--- config.mk ---
export PLATFORM = sky130hd
export DESIGN_NAME = mlfq_scheduler_with_aging_flat
export DESIGN_NICKNAME = d
export VERILOG_FILES = /design/src/hw/rtl/mlfq_pkg.sv /design/src/hw/rtl/mlfq_req_if.sv /design/src/hw/rtl/mlfq_rsp_if.sv /design/src/hw/rtl/mlfq_ram.sv /design/src/hw/rtl/mlfq_ctrl.sv /design/src/hw/rtl/mlfq_dp.sv /design/src/hw/rtl/mlfq_scheduler_with_aging.sv /design/src/flat_wrapper.sv
export SDC_FILE = /design/constraint.sdc
export NUM_CORES = 2
export LEC_CHECK = 0
export BUFFER_PORTS_ARGS = -buffer_cell sky130_fd_sc_hd__buf_2
export CORE_ASPECT_RATIO = 0.8
export CORE_MARGIN = 1
export CORE_UTILIZATION = 55
export CTS_CLUSTER_SIZE = 40
export DETAILED_ROUTE_END_ITERATION = 10
export MAX_ROUTING_LAYER = met4
export PLACE_DENSITY_LB_ADDON = 0.08
export SLEW_MARGIN = 10
export SYNTH_ARGS = -nofsm -noshare
export SYNTH_HDL_FRONTEND = slang
export SYNTH_SLANG_ARGS = --single-unit
--- constraint.sdc ---
create_clock -name i_clk -period 8.61 [get_ports i_clk]
set_input_delay 2.583 -clock i_clk [delete_from_list [all_inputs] [get_ports i_clk]]
set_output_delay 2.583 -clock i_clk [all_outputs]
set_load 0.01 [all_outputs]
--- src/hw/rtl/mlfq_pkg.sv ---
// shared types and constants of the feedback queue scheduler
package mlfq_pkg;

    localparam int NUM_LEVELS = 4;
    localparam int LVL_W      = 2;
    localparam int PID_W      = 6;
    localparam int NUM_PIDS   = 64;
    localparam int CMD_W      = 2;
    localparam int STAT_W     = 2;
    localparam int QUANT_W    = 16;
    localparam int PLVL_W     = 3;
    localparam int QOUT_W     = 18;
    localparam int LIMIT_W    = QUANT_W + 3;

    localparam logic [QUANT_W-1:0] QUANTUM_RESET = 16'd10;

    typedef enum logic [CMD_W-1:0] {
        CMD_ADMIT   = 2'd0,
        CMD_ENQUEUE = 2'd1,
        CMD_REQUEUE = 2'd2,
        CMD_SELECT  = 2'd3
    } t_cmd;

    typedef enum logic [STAT_W-1:0] {
        ST_OK    = 2'd0,
        ST_EMPTY = 2'd1,
        ST_FULL  = 2'd2
    } t_status;

    typedef enum logic [3:0] {
        S_IDLE,
        S_LV_RD,
        S_LV_SET,
        S_PUSH,
        S_AG_CHK,
        S_AG_PID,
        S_AG_CMP,
        S_PICK_SEL,
        S_PK_RD,
        S_PK_PID,
        S_PK_LV,
        S_DONE
    } t_state;

    typedef struct packed {
        logic load;
        logic rd_head;
        logic take_head;
        logic rd_plv;
        logic plv_at_head;
        logic set_lv_plv;
        logic stamp_rd;
        logic push;
        logic promote;
        logic lv_inc;
        logic lv_pick;
        logic pop;
        logic res_ok;
        logic res_empty;
        logic res_full;
        logic res_pick;
        logic commit;
    } t_dp_cmd;

    typedef struct packed {
        logic lv_full;
        logic lv_empty;
        logic lv_last;
        logic above_full;
        logic aged;
        logic any_ready;
    } t_dp_stat;

endpackage

--- src/hw/rtl/mlfq_req_if.sv ---
// request channel: command beat into the scheduler
interface mlfq_req_if #(
    parameter int TIME_BITS = 32
);
    logic                         valid;
    logic                         ready;
    logic [mlfq_pkg::CMD_W-1:0]   cmd;
    logic [mlfq_pkg::PID_W-1:0]   pid;
    logic [TIME_BITS-1:0]         now;

    modport source (output valid, output cmd, output pid, output now, input ready);
    modport sink   (input valid, input cmd, input pid, input now, output ready);
endinterface

--- src/hw/rtl/mlfq_rsp_if.sv ---
// response channel: result beat out of the scheduler
interface mlfq_rsp_if;
    logic                          valid;
    logic                          ready;
    logic [mlfq_pkg::STAT_W-1:0]   status;
    logic [mlfq_pkg::PID_W-1:0]    picked_pid;
    logic [mlfq_pkg::PLVL_W-1:0]   picked_level;
    logic [mlfq_pkg::QOUT_W-1:0]   quantum_out;

    modport source (output valid, output status, output picked_pid, output picked_level,
                    output quantum_out, input ready);
    modport sink   (input valid, input status, input picked_pid, input picked_level,
                    input quantum_out, output ready);
endinterface

--- src/hw/rtl/mlfq_ram.sv ---
// generic single write port ram with registered read
module mlfq_ram #(
    parameter int WIDTH = 8,
    parameter int DEPTH = 64
) (
    input  logic                     i_clk,
    input  logic                     i_we,
    input  logic [$clog2(DEPTH)-1:0] i_waddr,
    input  logic [WIDTH-1:0]         i_wdata,
    input  logic                     i_re,
    input  logic [$clog2(DEPTH)-1:0] i_raddr,
    output logic [WIDTH-1:0]         o_rdata
);
    logic [WIDTH-1:0] r_mem [DEPTH];
    logic [WIDTH-1:0] r_rdata;

    always_ff @(posedge i_clk) begin
        if (i_we) begin
            r_mem[i_waddr] <= i_wdata;
        end
        if (i_re) begin
            r_rdata <= r_mem[i_raddr];
        end
    end

    assign o_rdata = r_rdata;
endmodule

--- src/hw/rtl/mlfq_ctrl.sv ---
// scheduler sequencer: walks admit, enqueue/requeue, aging and pick steps
module mlfq_ctrl (
    input  logic               i_clk,
    input  logic               i_rst_n,
    input  logic               i_in_valid,
    input  mlfq_pkg::t_cmd     i_in_cmd,
    output logic               o_in_ready,
    output logic               o_out_valid,
    input  logic               i_out_ready,
    input  mlfq_pkg::t_dp_stat i_stat,
    output mlfq_pkg::t_dp_cmd  o_cmd
);
    mlfq_pkg::t_state r_state;
    mlfq_pkg::t_state n_state;
    logic             r_out_valid;
    logic             n_out_valid;

    always_ff @(posedge i_clk) begin
        if (!i_rst_n) begin
            r_state     <= mlfq_pkg::S_IDLE;
            r_out_valid <= 1'b0;
        end else begin
            r_state     <= n_state;
            r_out_valid <= n_out_valid;
        end
    end

    always_comb begin
        n_state     = r_state;
        o_cmd       = '0;
        o_in_ready  = 1'b0;
        n_out_valid = r_out_valid && !i_out_ready;
        unique case (r_state)
            mlfq_pkg::S_IDLE: begin
                o_in_ready = 1'b1;
                if (i_in_valid) begin
                    o_cmd.load = 1'b1;
                    unique case (i_in_cmd)
                        mlfq_pkg::CMD_SELECT: n_state = mlfq_pkg::S_AG_CHK;
                        mlfq_pkg::CMD_ADMIT:  n_state = mlfq_pkg::S_PUSH;
                        default:              n_state = mlfq_pkg::S_LV_RD;
                    endcase
                end
            end
            mlfq_pkg::S_LV_RD: begin
                o_cmd.rd_plv = 1'b1;
                n_state      = mlfq_pkg::S_LV_SET;
            end
            mlfq_pkg::S_LV_SET: begin
                o_cmd.set_lv_plv = 1'b1;
                n_state          = mlfq_pkg::S_PUSH;
            end
            mlfq_pkg::S_PUSH: begin
                if (i_stat.lv_full) begin
                    o_cmd.res_full = 1'b1;
                end else begin
                    o_cmd.push   = 1'b1;
                    o_cmd.res_ok = 1'b1;
                end
                n_state = mlfq_pkg::S_DONE;
            end
            mlfq_pkg::S_AG_CHK: begin
                if (!i_stat.lv_empty) begin
                    o_cmd.rd_head = 1'b1;
                    n_state       = mlfq_pkg::S_AG_PID;
                end else if (i_stat.lv_last) begin
                    n_state = mlfq_pkg::S_PICK_SEL;
                end else begin
                    o_cmd.lv_inc = 1'b1;
                end
            end
            mlfq_pkg::S_AG_PID: begin
                o_cmd.take_head = 1'b1;
                o_cmd.stamp_rd  = 1'b1;
                n_state         = mlfq_pkg::S_AG_CMP;
            end
            mlfq_pkg::S_AG_CMP: begin
                if (i_stat.aged && !i_stat.above_full) begin
                    o_cmd.promote = 1'b1;
                    n_state       = mlfq_pkg::S_AG_CHK;
                end else if (i_stat.lv_last) begin
                    n_state = mlfq_pkg::S_PICK_SEL;
                end else begin
                    o_cmd.lv_inc = 1'b1;
                    n_state      = mlfq_pkg::S_AG_CHK;
                end
            end
            mlfq_pkg::S_PICK_SEL: begin
                if (i_stat.any_ready) begin
                    o_cmd.lv_pick = 1'b1;
                    n_state       = mlfq_pkg::S_PK_RD;
                end else begin
                    o_cmd.res_empty = 1'b1;
                    n_state         = mlfq_pkg::S_DONE;
                end
            end
            mlfq_pkg::S_PK_RD: begin
                o_cmd.rd_head = 1'b1;
                n_state       = mlfq_pkg::S_PK_PID;
            end
            mlfq_pkg::S_PK_PID: begin
                o_cmd.take_head   = 1'b1;
                o_cmd.pop         = 1'b1;
                o_cmd.rd_plv      = 1'b1;
                o_cmd.plv_at_head = 1'b1;
                n_state           = mlfq_pkg::S_PK_LV;
            end
            mlfq_pkg::S_PK_LV: begin
                o_cmd.res_pick = 1'b1;
                n_state        = mlfq_pkg::S_DONE;
            end
            mlfq_pkg::S_DONE: begin
                // hand over once the output beat slot is free
                if (!r_out_valid || i_out_ready) begin
                    o_cmd.commit = 1'b1;
                    n_out_valid  = 1'b1;
                    n_state      = mlfq_pkg::S_IDLE;
                end
            end
            default: n_state = mlfq_pkg::S_IDLE;
        endcase
    end

    assign o_out_valid = r_out_valid;
endmodule

--- src/hw/rtl/mlfq_dp.sv ---
// scheduler datapath: level rings, per-pid level and stamp stores, result registers
module mlfq_dp #(
    parameter int MAX_PROC  = 64,
    parameter int TIME_BITS = 32
) (
    input  logic                            i_clk,
    input  logic                            i_rst_n,
    input  logic                            i_cfg_we,
    input  logic [mlfq_pkg::QUANT_W-1:0]    i_cfg_wdata,
    input  logic [mlfq_pkg::CMD_W-1:0]      i_in_cmd,
    input  logic [mlfq_pkg::PID_W-1:0]      i_in_pid,
    input  logic [TIME_BITS-1:0]            i_in_now,
    input  mlfq_pkg::t_dp_cmd               i_cmd,
    output mlfq_pkg::t_dp_stat              o_stat,
    output logic [mlfq_pkg::STAT_W-1:0]     o_status,
    output logic [mlfq_pkg::PID_W-1:0]      o_picked_pid,
    output logic [mlfq_pkg::PLVL_W-1:0]     o_picked_level,
    output logic [mlfq_pkg::QOUT_W-1:0]     o_quantum_out
);
    localparam int LW    = mlfq_pkg::LVL_W;
    localparam int PW    = mlfq_pkg::PID_W;
    localparam int NL    = mlfq_pkg::NUM_LEVELS;
    localparam int IW    = $clog2(MAX_PROC);
    localparam int CNTW  = $clog2(MAX_PROC + 1);
    localparam int QSD   = NL << IW;
    localparam int LIMW  = mlfq_pkg::LIMIT_W;
    localparam int CMPW  = (TIME_BITS > LIMW) ? TIME_BITS : LIMW;
    localparam logic [CNTW-1:0] FULL_CNT = CNTW'(MAX_PROC);

    function automatic logic [IW-1:0] f_next(input logic [IW-1:0] idx);
        f_next = (idx == IW'(MAX_PROC - 1)) ? '0 : idx + 1'b1;
    endfunction

    mlfq_pkg::t_cmd                 r_cmd;
    logic [PW-1:0]                  r_pid;
    logic [TIME_BITS-1:0]           r_now;
    logic [LW-1:0]                  r_lv;
    logic [IW-1:0]                  r_head  [NL];
    logic [IW-1:0]                  r_tail  [NL];
    logic [CNTW-1:0]                r_count [NL];
    logic [mlfq_pkg::QUANT_W-1:0]   r_quantum;

    logic [mlfq_pkg::STAT_W-1:0]    r_res_status;
    logic [PW-1:0]                  r_res_pid;
    logic [mlfq_pkg::PLVL_W-1:0]    r_res_level;
    logic [mlfq_pkg::QOUT_W-1:0]    r_res_quant;
    logic [mlfq_pkg::STAT_W-1:0]    r_out_status;
    logic [PW-1:0]                  r_out_pid;
    logic [mlfq_pkg::PLVL_W-1:0]    r_out_level;
    logic [mlfq_pkg::QOUT_W-1:0]    r_out_quant;

    logic [LW-1:0]                  w_lv_up;
    logic [LW-1:0]                  w_first;
    logic                           w_any;
    logic                           w_qs_we;
    logic [LW+IW-1:0]               w_qs_waddr;
    logic [LW+IW-1:0]               w_qs_raddr;
    logic [PW-1:0]                  w_qs_rdata;
    logic                           w_wr;
    logic [LW-1:0]                  w_plv_wdata;
    logic [PW-1:0]                  w_plv_raddr;
    logic [LW-1:0]                  w_plv_rdata;
    logic [TIME_BITS-1:0]           w_st_rdata;
    logic [TIME_BITS-1:0]           w_wait;
    logic [LIMW-1:0]                w_limit;
    logic [LIMW-1:0]                w_q;
    logic [mlfq_pkg::PLVL_W-1:0]    w_pick_level;

    assign w_lv_up = r_lv - 1'b1;

    always_comb begin
        w_first = '0;
        w_any   = 1'b0;
        for (int l = NL - 1; l >= 0; l--) begin
            if (r_count[l] != '0) begin
                w_first = LW'(l);
                w_any   = 1'b1;
            end
        end
    end

    // rings share one store, one address block per level
    assign w_qs_we    = i_cmd.push || i_cmd.promote;
    assign w_qs_waddr = i_cmd.promote ? {w_lv_up, r_tail[w_lv_up]} : {r_lv, r_tail[r_lv]};
    assign w_qs_raddr = {r_lv, r_head[r_lv]};
    assign w_wr       = w_qs_we;
    assign w_plv_wdata = i_cmd.promote ? w_lv_up : r_lv;
    assign w_plv_raddr = i_cmd.plv_at_head ? w_qs_rdata : r_pid;

    mlfq_ram #(.WIDTH(PW), .DEPTH(QSD)) u_queue_store (
        .i_clk   (i_clk),
        .i_we    (w_qs_we),
        .i_waddr (w_qs_waddr),
        .i_wdata (r_pid),
        .i_re    (i_cmd.rd_head),
        .i_raddr (w_qs_raddr),
        .o_rdata (w_qs_rdata)
    );

    mlfq_ram #(.WIDTH(LW), .DEPTH(mlfq_pkg::NUM_PIDS)) u_proc_level (
        .i_clk   (i_clk),
        .i_we    (w_wr),
        .i_waddr (r_pid),
        .i_wdata (w_plv_wdata),
        .i_re    (i_cmd.rd_plv),
        .i_raddr (w_plv_raddr),
        .o_rdata (w_plv_rdata)
    );

    mlfq_ram #(.WIDTH(TIME_BITS), .DEPTH(mlfq_pkg::NUM_PIDS)) u_ready_stamp (
        .i_clk   (i_clk),
        .i_we    (w_wr),
        .i_waddr (r_pid),
        .i_wdata (r_now),
        .i_re    (i_cmd.stamp_rd),
        .i_raddr (w_qs_rdata),
        .o_rdata (w_st_rdata)
    );

    // aging threshold: 4, 6 or 8 quanta for levels 2, 3, 4
    assign w_q    = LIMW'(r_quantum);
    assign w_wait = r_now - w_st_rdata;
    always_comb begin
        unique case (r_lv)
            2'd1:    w_limit = w_q << 2;
            2'd2:    w_limit = (w_q << 2) + (w_q << 1);
            default: w_limit = w_q << 3;
        endcase
    end

    assign w_pick_level = {1'b0, w_plv_rdata} + 1'b1;

    assign o_stat.lv_full    = (r_count[r_lv] == FULL_CNT);
    assign o_stat.lv_empty   = (r_count[r_lv] == '0);
    assign o_stat.lv_last    = (r_lv == LW'(NL - 1));
    assign o_stat.above_full = (r_count[w_lv_up] == FULL_CNT);
    assign o_stat.aged       = (CMPW'(w_wait) >= CMPW'(w_limit));
    assign o_stat.any_ready  = w_any;

    always_ff @(posedge i_clk) begin
        if (!i_rst_n) begin
            r_quantum <= mlfq_pkg::QUANTUM_RESET;
            r_lv      <= '0;
            for (int l = 0; l < NL; l++) begin
                r_head[l]  <= '0;
                r_tail[l]  <= '0;
                r_count[l] <= '0;
            end
        end else begin
            if (i_cfg_we) begin
                r_quantum <= i_cfg_wdata;
            end
            if (i_cmd.load) begin
                r_lv <= (mlfq_pkg::t_cmd'(i_in_cmd) == mlfq_pkg::CMD_SELECT) ? 2'd1 : 2'd0;
            end else if (i_cmd.set_lv_plv) begin
                r_lv <= (r_cmd == mlfq_pkg::CMD_REQUEUE && w_plv_rdata != 2'd3) ?
                        w_plv_rdata + 1'b1 : w_plv_rdata;
            end else if (i_cmd.lv_inc) begin
                r_lv <= r_lv + 1'b1;
            end else if (i_cmd.lv_pick) begin
                r_lv <= w_first;
            end
            for (int l = 0; l < NL; l++) begin
                if ((i_cmd.push && r_lv == LW'(l)) || (i_cmd.promote && w_lv_up == LW'(l))) begin
                    r_tail[l]  <= f_next(r_tail[l]);
                    r_count[l] <= r_count[l] + 1'b1;
                end
                if ((i_cmd.pop || i_cmd.promote) && r_lv == LW'(l)) begin
                    r_head[l]  <= f_next(r_head[l]);
                    r_count[l] <= r_count[l] - 1'b1;
                end
            end
        end
    end

    always_ff @(posedge i_clk) begin
        if (i_cmd.load) begin
            r_cmd <= mlfq_pkg::t_cmd'(i_in_cmd);
            r_pid <= i_in_pid;
            r_now <= i_in_now;
        end else if (i_cmd.take_head) begin
            r_pid <= w_qs_rdata;
        end
        if (i_cmd.res_ok || i_cmd.res_full || i_cmd.res_empty) begin
            r_res_pid   <= '0;
            r_res_level <= '0;
            r_res_quant <= '0;
        end
        if (i_cmd.res_ok) begin
            r_res_status <= mlfq_pkg::ST_OK;
        end
        if (i_cmd.res_full) begin
            r_res_status <= mlfq_pkg::ST_FULL;
        end
        if (i_cmd.res_empty) begin
            r_res_status <= mlfq_pkg::ST_EMPTY;
        end
        if (i_cmd.res_pick) begin
            r_res_status <= mlfq_pkg::ST_OK;
            r_res_pid    <= r_pid;
            r_res_level  <= w_pick_level;
            r_res_quant  <= mlfq_pkg::QOUT_W'(r_quantum) * mlfq_pkg::QOUT_W'(w_pick_level);
        end
        if (i_cmd.commit) begin
            r_out_status <= r_res_status;
            r_out_pid    <= r_res_pid;
            r_out_level  <= r_res_level;
            r_out_quant  <= r_res_quant;
        end
    end

    assign o_status       = r_out_status;
    assign o_picked_pid   = r_out_pid;
    assign o_picked_level = r_out_level;
    assign o_quantum_out  = r_out_quant;
endmodule

--- src/hw/rtl/mlfq_scheduler_with_aging.sv ---
// top level of the four-level feedback queue scheduler with aging
// One command beat in, one result beat out, one command at a time. Admit pushes
// straight into level 1; enqueue and requeue first read the stored level from
// its ram. A select first walks the aging of levels 2..4, promoting each head
// that has waited long enough while the level above has room, and then picks
// the head of the highest nonempty level, or reports empty when nothing is
// ready. Every aging step reads the head id from the ring ram, then its stamp
// from the stamp ram, then compares the wait against the level's threshold; an
// empty level is skipped without reads. A finished result sits in the output
// register while the next command is taken; the sequencer stalls only at its
// last step if that register is still occupied. No pass after reset; the rings
// start empty.
module mlfq_scheduler_with_aging #(
    parameter int MAX_PROC  = 64,
    parameter int TIME_BITS = 32
) (
    input  logic                         i_clk,
    input  logic                         i_rst_n,
    input  logic                         i_cfg_we,
    input  logic [mlfq_pkg::QUANT_W-1:0] i_cfg_wdata,
    mlfq_req_if.sink                     i_req,
    mlfq_rsp_if.source                   o_rsp
);
    mlfq_pkg::t_dp_cmd  w_cmd;
    mlfq_pkg::t_dp_stat w_stat;

    mlfq_ctrl u_ctrl (
        .i_clk       (i_clk),
        .i_rst_n     (i_rst_n),
        .i_in_valid  (i_req.valid),
        .i_in_cmd    (mlfq_pkg::t_cmd'(i_req.cmd)),
        .o_in_ready  (i_req.ready),
        .o_out_valid (o_rsp.valid),
        .i_out_ready (o_rsp.ready),
        .i_stat      (w_stat),
        .o_cmd       (w_cmd)
    );

    mlfq_dp #(.MAX_PROC(MAX_PROC), .TIME_BITS(TIME_BITS)) u_dp (
        .i_clk          (i_clk),
        .i_rst_n        (i_rst_n),
        .i_cfg_we       (i_cfg_we),
        .i_cfg_wdata    (i_cfg_wdata),
        .i_in_cmd       (i_req.cmd),
        .i_in_pid       (i_req.pid),
        .i_in_now       (i_req.now),
        .i_cmd          (w_cmd),
        .o_stat         (w_stat),
        .o_status       (o_rsp.status),
        .o_picked_pid   (o_rsp.picked_pid),
        .o_picked_level (o_rsp.picked_level),
        .o_quantum_out  (o_rsp.quantum_out)
    );
endmodule

--- src/flat_wrapper.sv ---
// flat-port wrapper written by rule: the top's interface ports become plain ports
module mlfq_scheduler_with_aging_flat 
#(
    parameter int MAX_PROC  = 64,
    parameter int TIME_BITS = 32
)
  (i_clk, i_rst_n, i_cfg_we, i_cfg_wdata, i_req_valid, i_req_cmd, i_req_pid, i_req_now, i_req_ready, o_rsp_valid, o_rsp_status, o_rsp_picked_pid, o_rsp_picked_level, o_rsp_quantum_out, o_rsp_ready);
  mlfq_req_if #(.TIME_BITS(TIME_BITS)) i_req_i ();
  mlfq_rsp_if o_rsp_i ();
  input  logic i_clk;
  input  logic i_rst_n;
  input  logic i_cfg_we;
  input  logic [mlfq_pkg::QUANT_W-1:0] i_cfg_wdata;
  input wire logic [$bits(i_req_i.valid)-1:0] i_req_valid;
  input wire logic [$bits(i_req_i.cmd)-1:0] i_req_cmd;
  input wire logic [$bits(i_req_i.pid)-1:0] i_req_pid;
  input wire logic [$bits(i_req_i.now)-1:0] i_req_now;
  output wire logic [$bits(i_req_i.ready)-1:0] i_req_ready;
  output wire logic [$bits(o_rsp_i.valid)-1:0] o_rsp_valid;
  output wire logic [$bits(o_rsp_i.status)-1:0] o_rsp_status;
  output wire logic [$bits(o_rsp_i.picked_pid)-1:0] o_rsp_picked_pid;
  output wire logic [$bits(o_rsp_i.picked_level)-1:0] o_rsp_picked_level;
  output wire logic [$bits(o_rsp_i.quantum_out)-1:0] o_rsp_quantum_out;
  input wire logic [$bits(o_rsp_i.ready)-1:0] o_rsp_ready;
  assign i_req_i.valid = i_req_valid;
  assign i_req_i.cmd = i_req_cmd;
  assign i_req_i.pid = i_req_pid;
  assign i_req_i.now = i_req_now;
  assign i_req_ready = i_req_i.ready;
  assign o_rsp_valid = o_rsp_i.valid;
  assign o_rsp_status = o_rsp_i.status;
  assign o_rsp_picked_pid = o_rsp_i.picked_pid;
  assign o_rsp_picked_level = o_rsp_i.picked_level;
  assign o_rsp_quantum_out = o_rsp_i.quantum_out;
  assign o_rsp_i.ready = o_rsp_ready;
  mlfq_scheduler_with_aging #(.MAX_PROC(MAX_PROC), .TIME_BITS(TIME_BITS)) u_core (.i_clk(i_clk), .i_rst_n(i_rst_n), .i_cfg_we(i_cfg_we), .i_cfg_wdata(i_cfg_wdata), .i_req(i_req_i), .o_rsp(o_rsp_i));
endmodule
==> flow_summary.ini <==
[outcome]
outcome = complete, no violations

[place]
place_ws_ns = 0.804
place_inst = 11459
port_buffers = 91
routabilityCongestion = 0.899
dp_hpwl_um = 254000

[drt]
final_antenna_net_count = 0
dr.pass1.iters = 6
avgRoutedWirePerCell_um = 34.8
route.detailed.drc = 0
routedLengthMet1_um = 186000
met3_wirelength_um = 49100
top_layer = met4
vias = 81591
routed-wl-met2_um = 182000
drt_wl_total_um = 423000
vias_per_cell = 6.71
drt_iter0_drc = 11769

[yosys]
synth_warnings = 0
synth_top_family_by_area = multiplexers
async_reset_ff_share_pct = 0
synth_nets = 7839
syn_area_sq_um = 160000
synth_compound_area_share_pct = 3.45
yosysUniqueCellTypes = 91
synth_top_area_share_pct = 73.8
synthTopCellsByArea = edfxtp_1 74%, mux4_2 16%, a21oi_1 1.1%
synth-adder-area-share_pct = 1.14
ys_seq_area_share_pct = 74.1
synth_xor_area_share_pct = 0.444
synth_top_area_cell = edfxtp_1
ys_seq_elements = 3951
synth-simple-area-share_pct = 2.71
synth_enable_flop_cells = 3924
synthFlopType = edfxtp_1
muxShareOfSynthArea_pct = 16.7
avgSynthCellArea_sq_um = 20.9
synth_cells = 7645

[setup_path]
crit_end = u_core.u_dp.u_queue_store.r_mem[185][2]
required_ns = 9.12
end_kind = flip-flop
crit_slowest_cell = a21oi_1
r2r_start = u_core.u_dp.r_quantum[0]
crit_family = compound AO/OA/AOI/OAI gates
worstReg2RegEnd = u_core.u_dp.u_queue_store.r_mem[185][2]
path_class = reg2reg
crit_fanout = 16
crit_cells = 26
arrival_ns = 8.45
crit_path_start = u_core.u_dp.r_quantum[0]
rr_worst_depth = 26
ff2ff_setup_slack_ns = 0.66
worst-path-buf-inv = 2
critPathLaunchType = flip-flop
crit_path_max_incr_delay_ns = 0.72
path_common_cell = o21ai_0

[clock_tree]
htreeDepth = 5
cts_resized = 0
clockBufferDepth = 4
path_clk_slew_ns = 0.06
clock_latency_ns = 0.95
post-cts-setup-buffers = 0
cts_tree = yes
cts-buffers-inserted = 381
clkSinkCount = 3951
ctsHoldBuffers = 0
cts-root-buf = clkbuf_16

[pwr]
power.internal_w = 0.0350
power.leakage_nw = 55.9
ir_drop_uv = 232
swShare_pct = 27.2
power_frac_seq_pct = 47.6
combPwrFrac_pct = 18.0
clockPowerShare_pct = 34.5
cellPowerDensity_nw_per_um2 = 269
p_sw_w = 0.0131

[floorplan]
die_h_um = 484
num_io_pins = 92
fp.coreArea_sq_um = 288000
die_x_um = 604
num_rows = 176
initial_utilization_pct = 55.4
die_area_sq_um = 292000

[sta]
maxSlewHeadroom_pct = 18.3
whs_ns = 0.403
fmax_mhz = 126
min_period_ns = 7.95
worst_slew_pin_slew_ns = 1.23
post-route-period-util_pct = 92.3
fin_worst_skew_ns = 0.0796
setup_viol = 0
fin_tns_setup_ns = 0
rsz0062_at_grt = false
post-route-worst-setup-slack_ns = 0.665
slew_violations = 0
finalHoldViolCount = 0

[layout]
drive_above_1_share_pct = 27.1
mostFrequentLayoutCell = edfxtp_1
fillers = 19718
layout.cells.non_filler = 12157
final_cell_mix = 3924 x edfxtp_1, 1115 x mux4_2, 386 x clkbuf_16, 343 x a21oi_1, 289 x buf_4
final_nets = 8209
area_delta_synth_final_pct = 12.2

[global_route]
antenna_found_initial = 35
grt_pass1_vias = 78859
grt_pass1_wl_um = 600000
gr-total-overflow = 0
grt_max_degree = 187
grt_usage_pct = 29.9

[job]
cap_violations = 0

[hold_path]
holdCritPathClass = reg2reg
-- power groups by stage --
stage	sequential, W	combinational [W]	clock, W
final	0.0229	0.00865	0.0166
after CTS	0.0229	0.00863	0.0168
after floorplan	0.0239	0.00469	0
after global placement	0.0233	0.00852	0
after global routing	0.0229	0.00913	0.0175
after detailed placement	0.0233	0.00861	0
-- synthesized netlist by cell type, drive strengths merged, types with 12 or more instances --
cell    count
nand4      33
fa         20
inv       110
buf       190
and3       22
nor2      215
nor2b     142
mux2i     142
or3        20
nand2     146
nand2b     35
mux4     1119
a211oi    186
nor3       77
nand3      42
a32oi      15
dfxtp      27
nor4       16
o21a       12
and2       39
a31oi      12
clkbuf    249
xor2       38
ha        113
o211ai     17
o21ai      81
a21o       26
edfxtp   3924
a21oi     375
xnor2      43
-- logic make-up (layout without fill, tap and decap cells) --
kind of cell | Yosys count | in the layout
xor+xnor | 81 | 81
fa+ha+maj | 133 | 133
buf+inv | 550 | 1226
mux | 1264 | 1264
simple gates | 828 | 828
compound gates | 838 | 838
flops | 3951 | 3951
other cells | 0 | 9
-- state kept, by name, indices dropped and copies added, names as in the netlist, 24 cells and up, named ones only --
| signal | count |
|---|---|
| u_core.u_dp.u_ready_stamp.r_mem | 2048 |
| u_core.u_dp.u_queue_store.r_mem | 1536 |
| u_core.u_dp.u_ready_stamp.o_rdata | 32 |
| u_core.u_dp.r_count | 28 |
| u_core.u_dp.r_now | 32 |
| u_core.u_dp.r_tail | 24 |
| u_core.u_dp.r_head | 24 |
| u_core.u_dp.u_proc_level.r_mem | 128 |
-- routing by layer --
layer | vias to the layer above | GRT usage, %
met2 | 4557 | 40.4
met1 | 43698 | 47.6
li1 | 32853 | -
met3 | 483 | 6.88
met4 | 0 | 4.80
met5 | - | -
-- area by class of cell --
| class | count | area (sq um) | share of cell area [%] |
|---|---|---|---|
| antenna | 9 | 22.5 | 0.0126 |
| clock buffer | 444 | 9890 | 5.52 |
| clock inverter | 245 | 2370 | 1.32 |
| inverter | 111 | 418 | 0.233 |
| multi-input combinational | 3144 | 39700 | 22.2 |
| sequential | 3951 | 118000 | 66.1 |
| tap | 3827 | 4790 | 2.67 |
| timing repair buffer | 426 | 3520 | 1.97 |
-- per-stage QoR --
stage                     utilization, %  total power (W)  instance area (sq um)
after floorplan                        -           0.0286                 160000
after global placement              57.9           0.0318                 167000
after detailed placement            57.9           0.0319                 167000
after CTS                           62.2           0.0483                 179000
after global routing                62.2           0.0495                 179000
final                               62.2           0.0481                 179000
-- worst min-delay path by stage --
stage	start	to	depth (start not counted)	slack [ns]
global placement	u_core.u_dp.r_res_quant[4]	u_core.u_dp.o_quantum_out[4]	0	0.40
global route	u_core.u_dp.r_res_level[1]	u_core.u_dp.o_picked_level[1]	0	0.42
finish	u_core.u_dp.r_res_level[1]	u_core.u_dp.o_picked_level[1]	0	0.40
floorplan	u_core.u_dp.r_res_level[0]	u_core.u_dp.o_picked_level[0]	0	0.40
CTS	u_core.u_dp.r_res_level[1]	u_core.u_dp.o_picked_level[1]	0	0.40
detailed placement	u_core.u_dp.r_res_quant[11]	u_core.u_dp.o_quantum_out[11]	0	0.40
(Power assumes the default switching activity.)
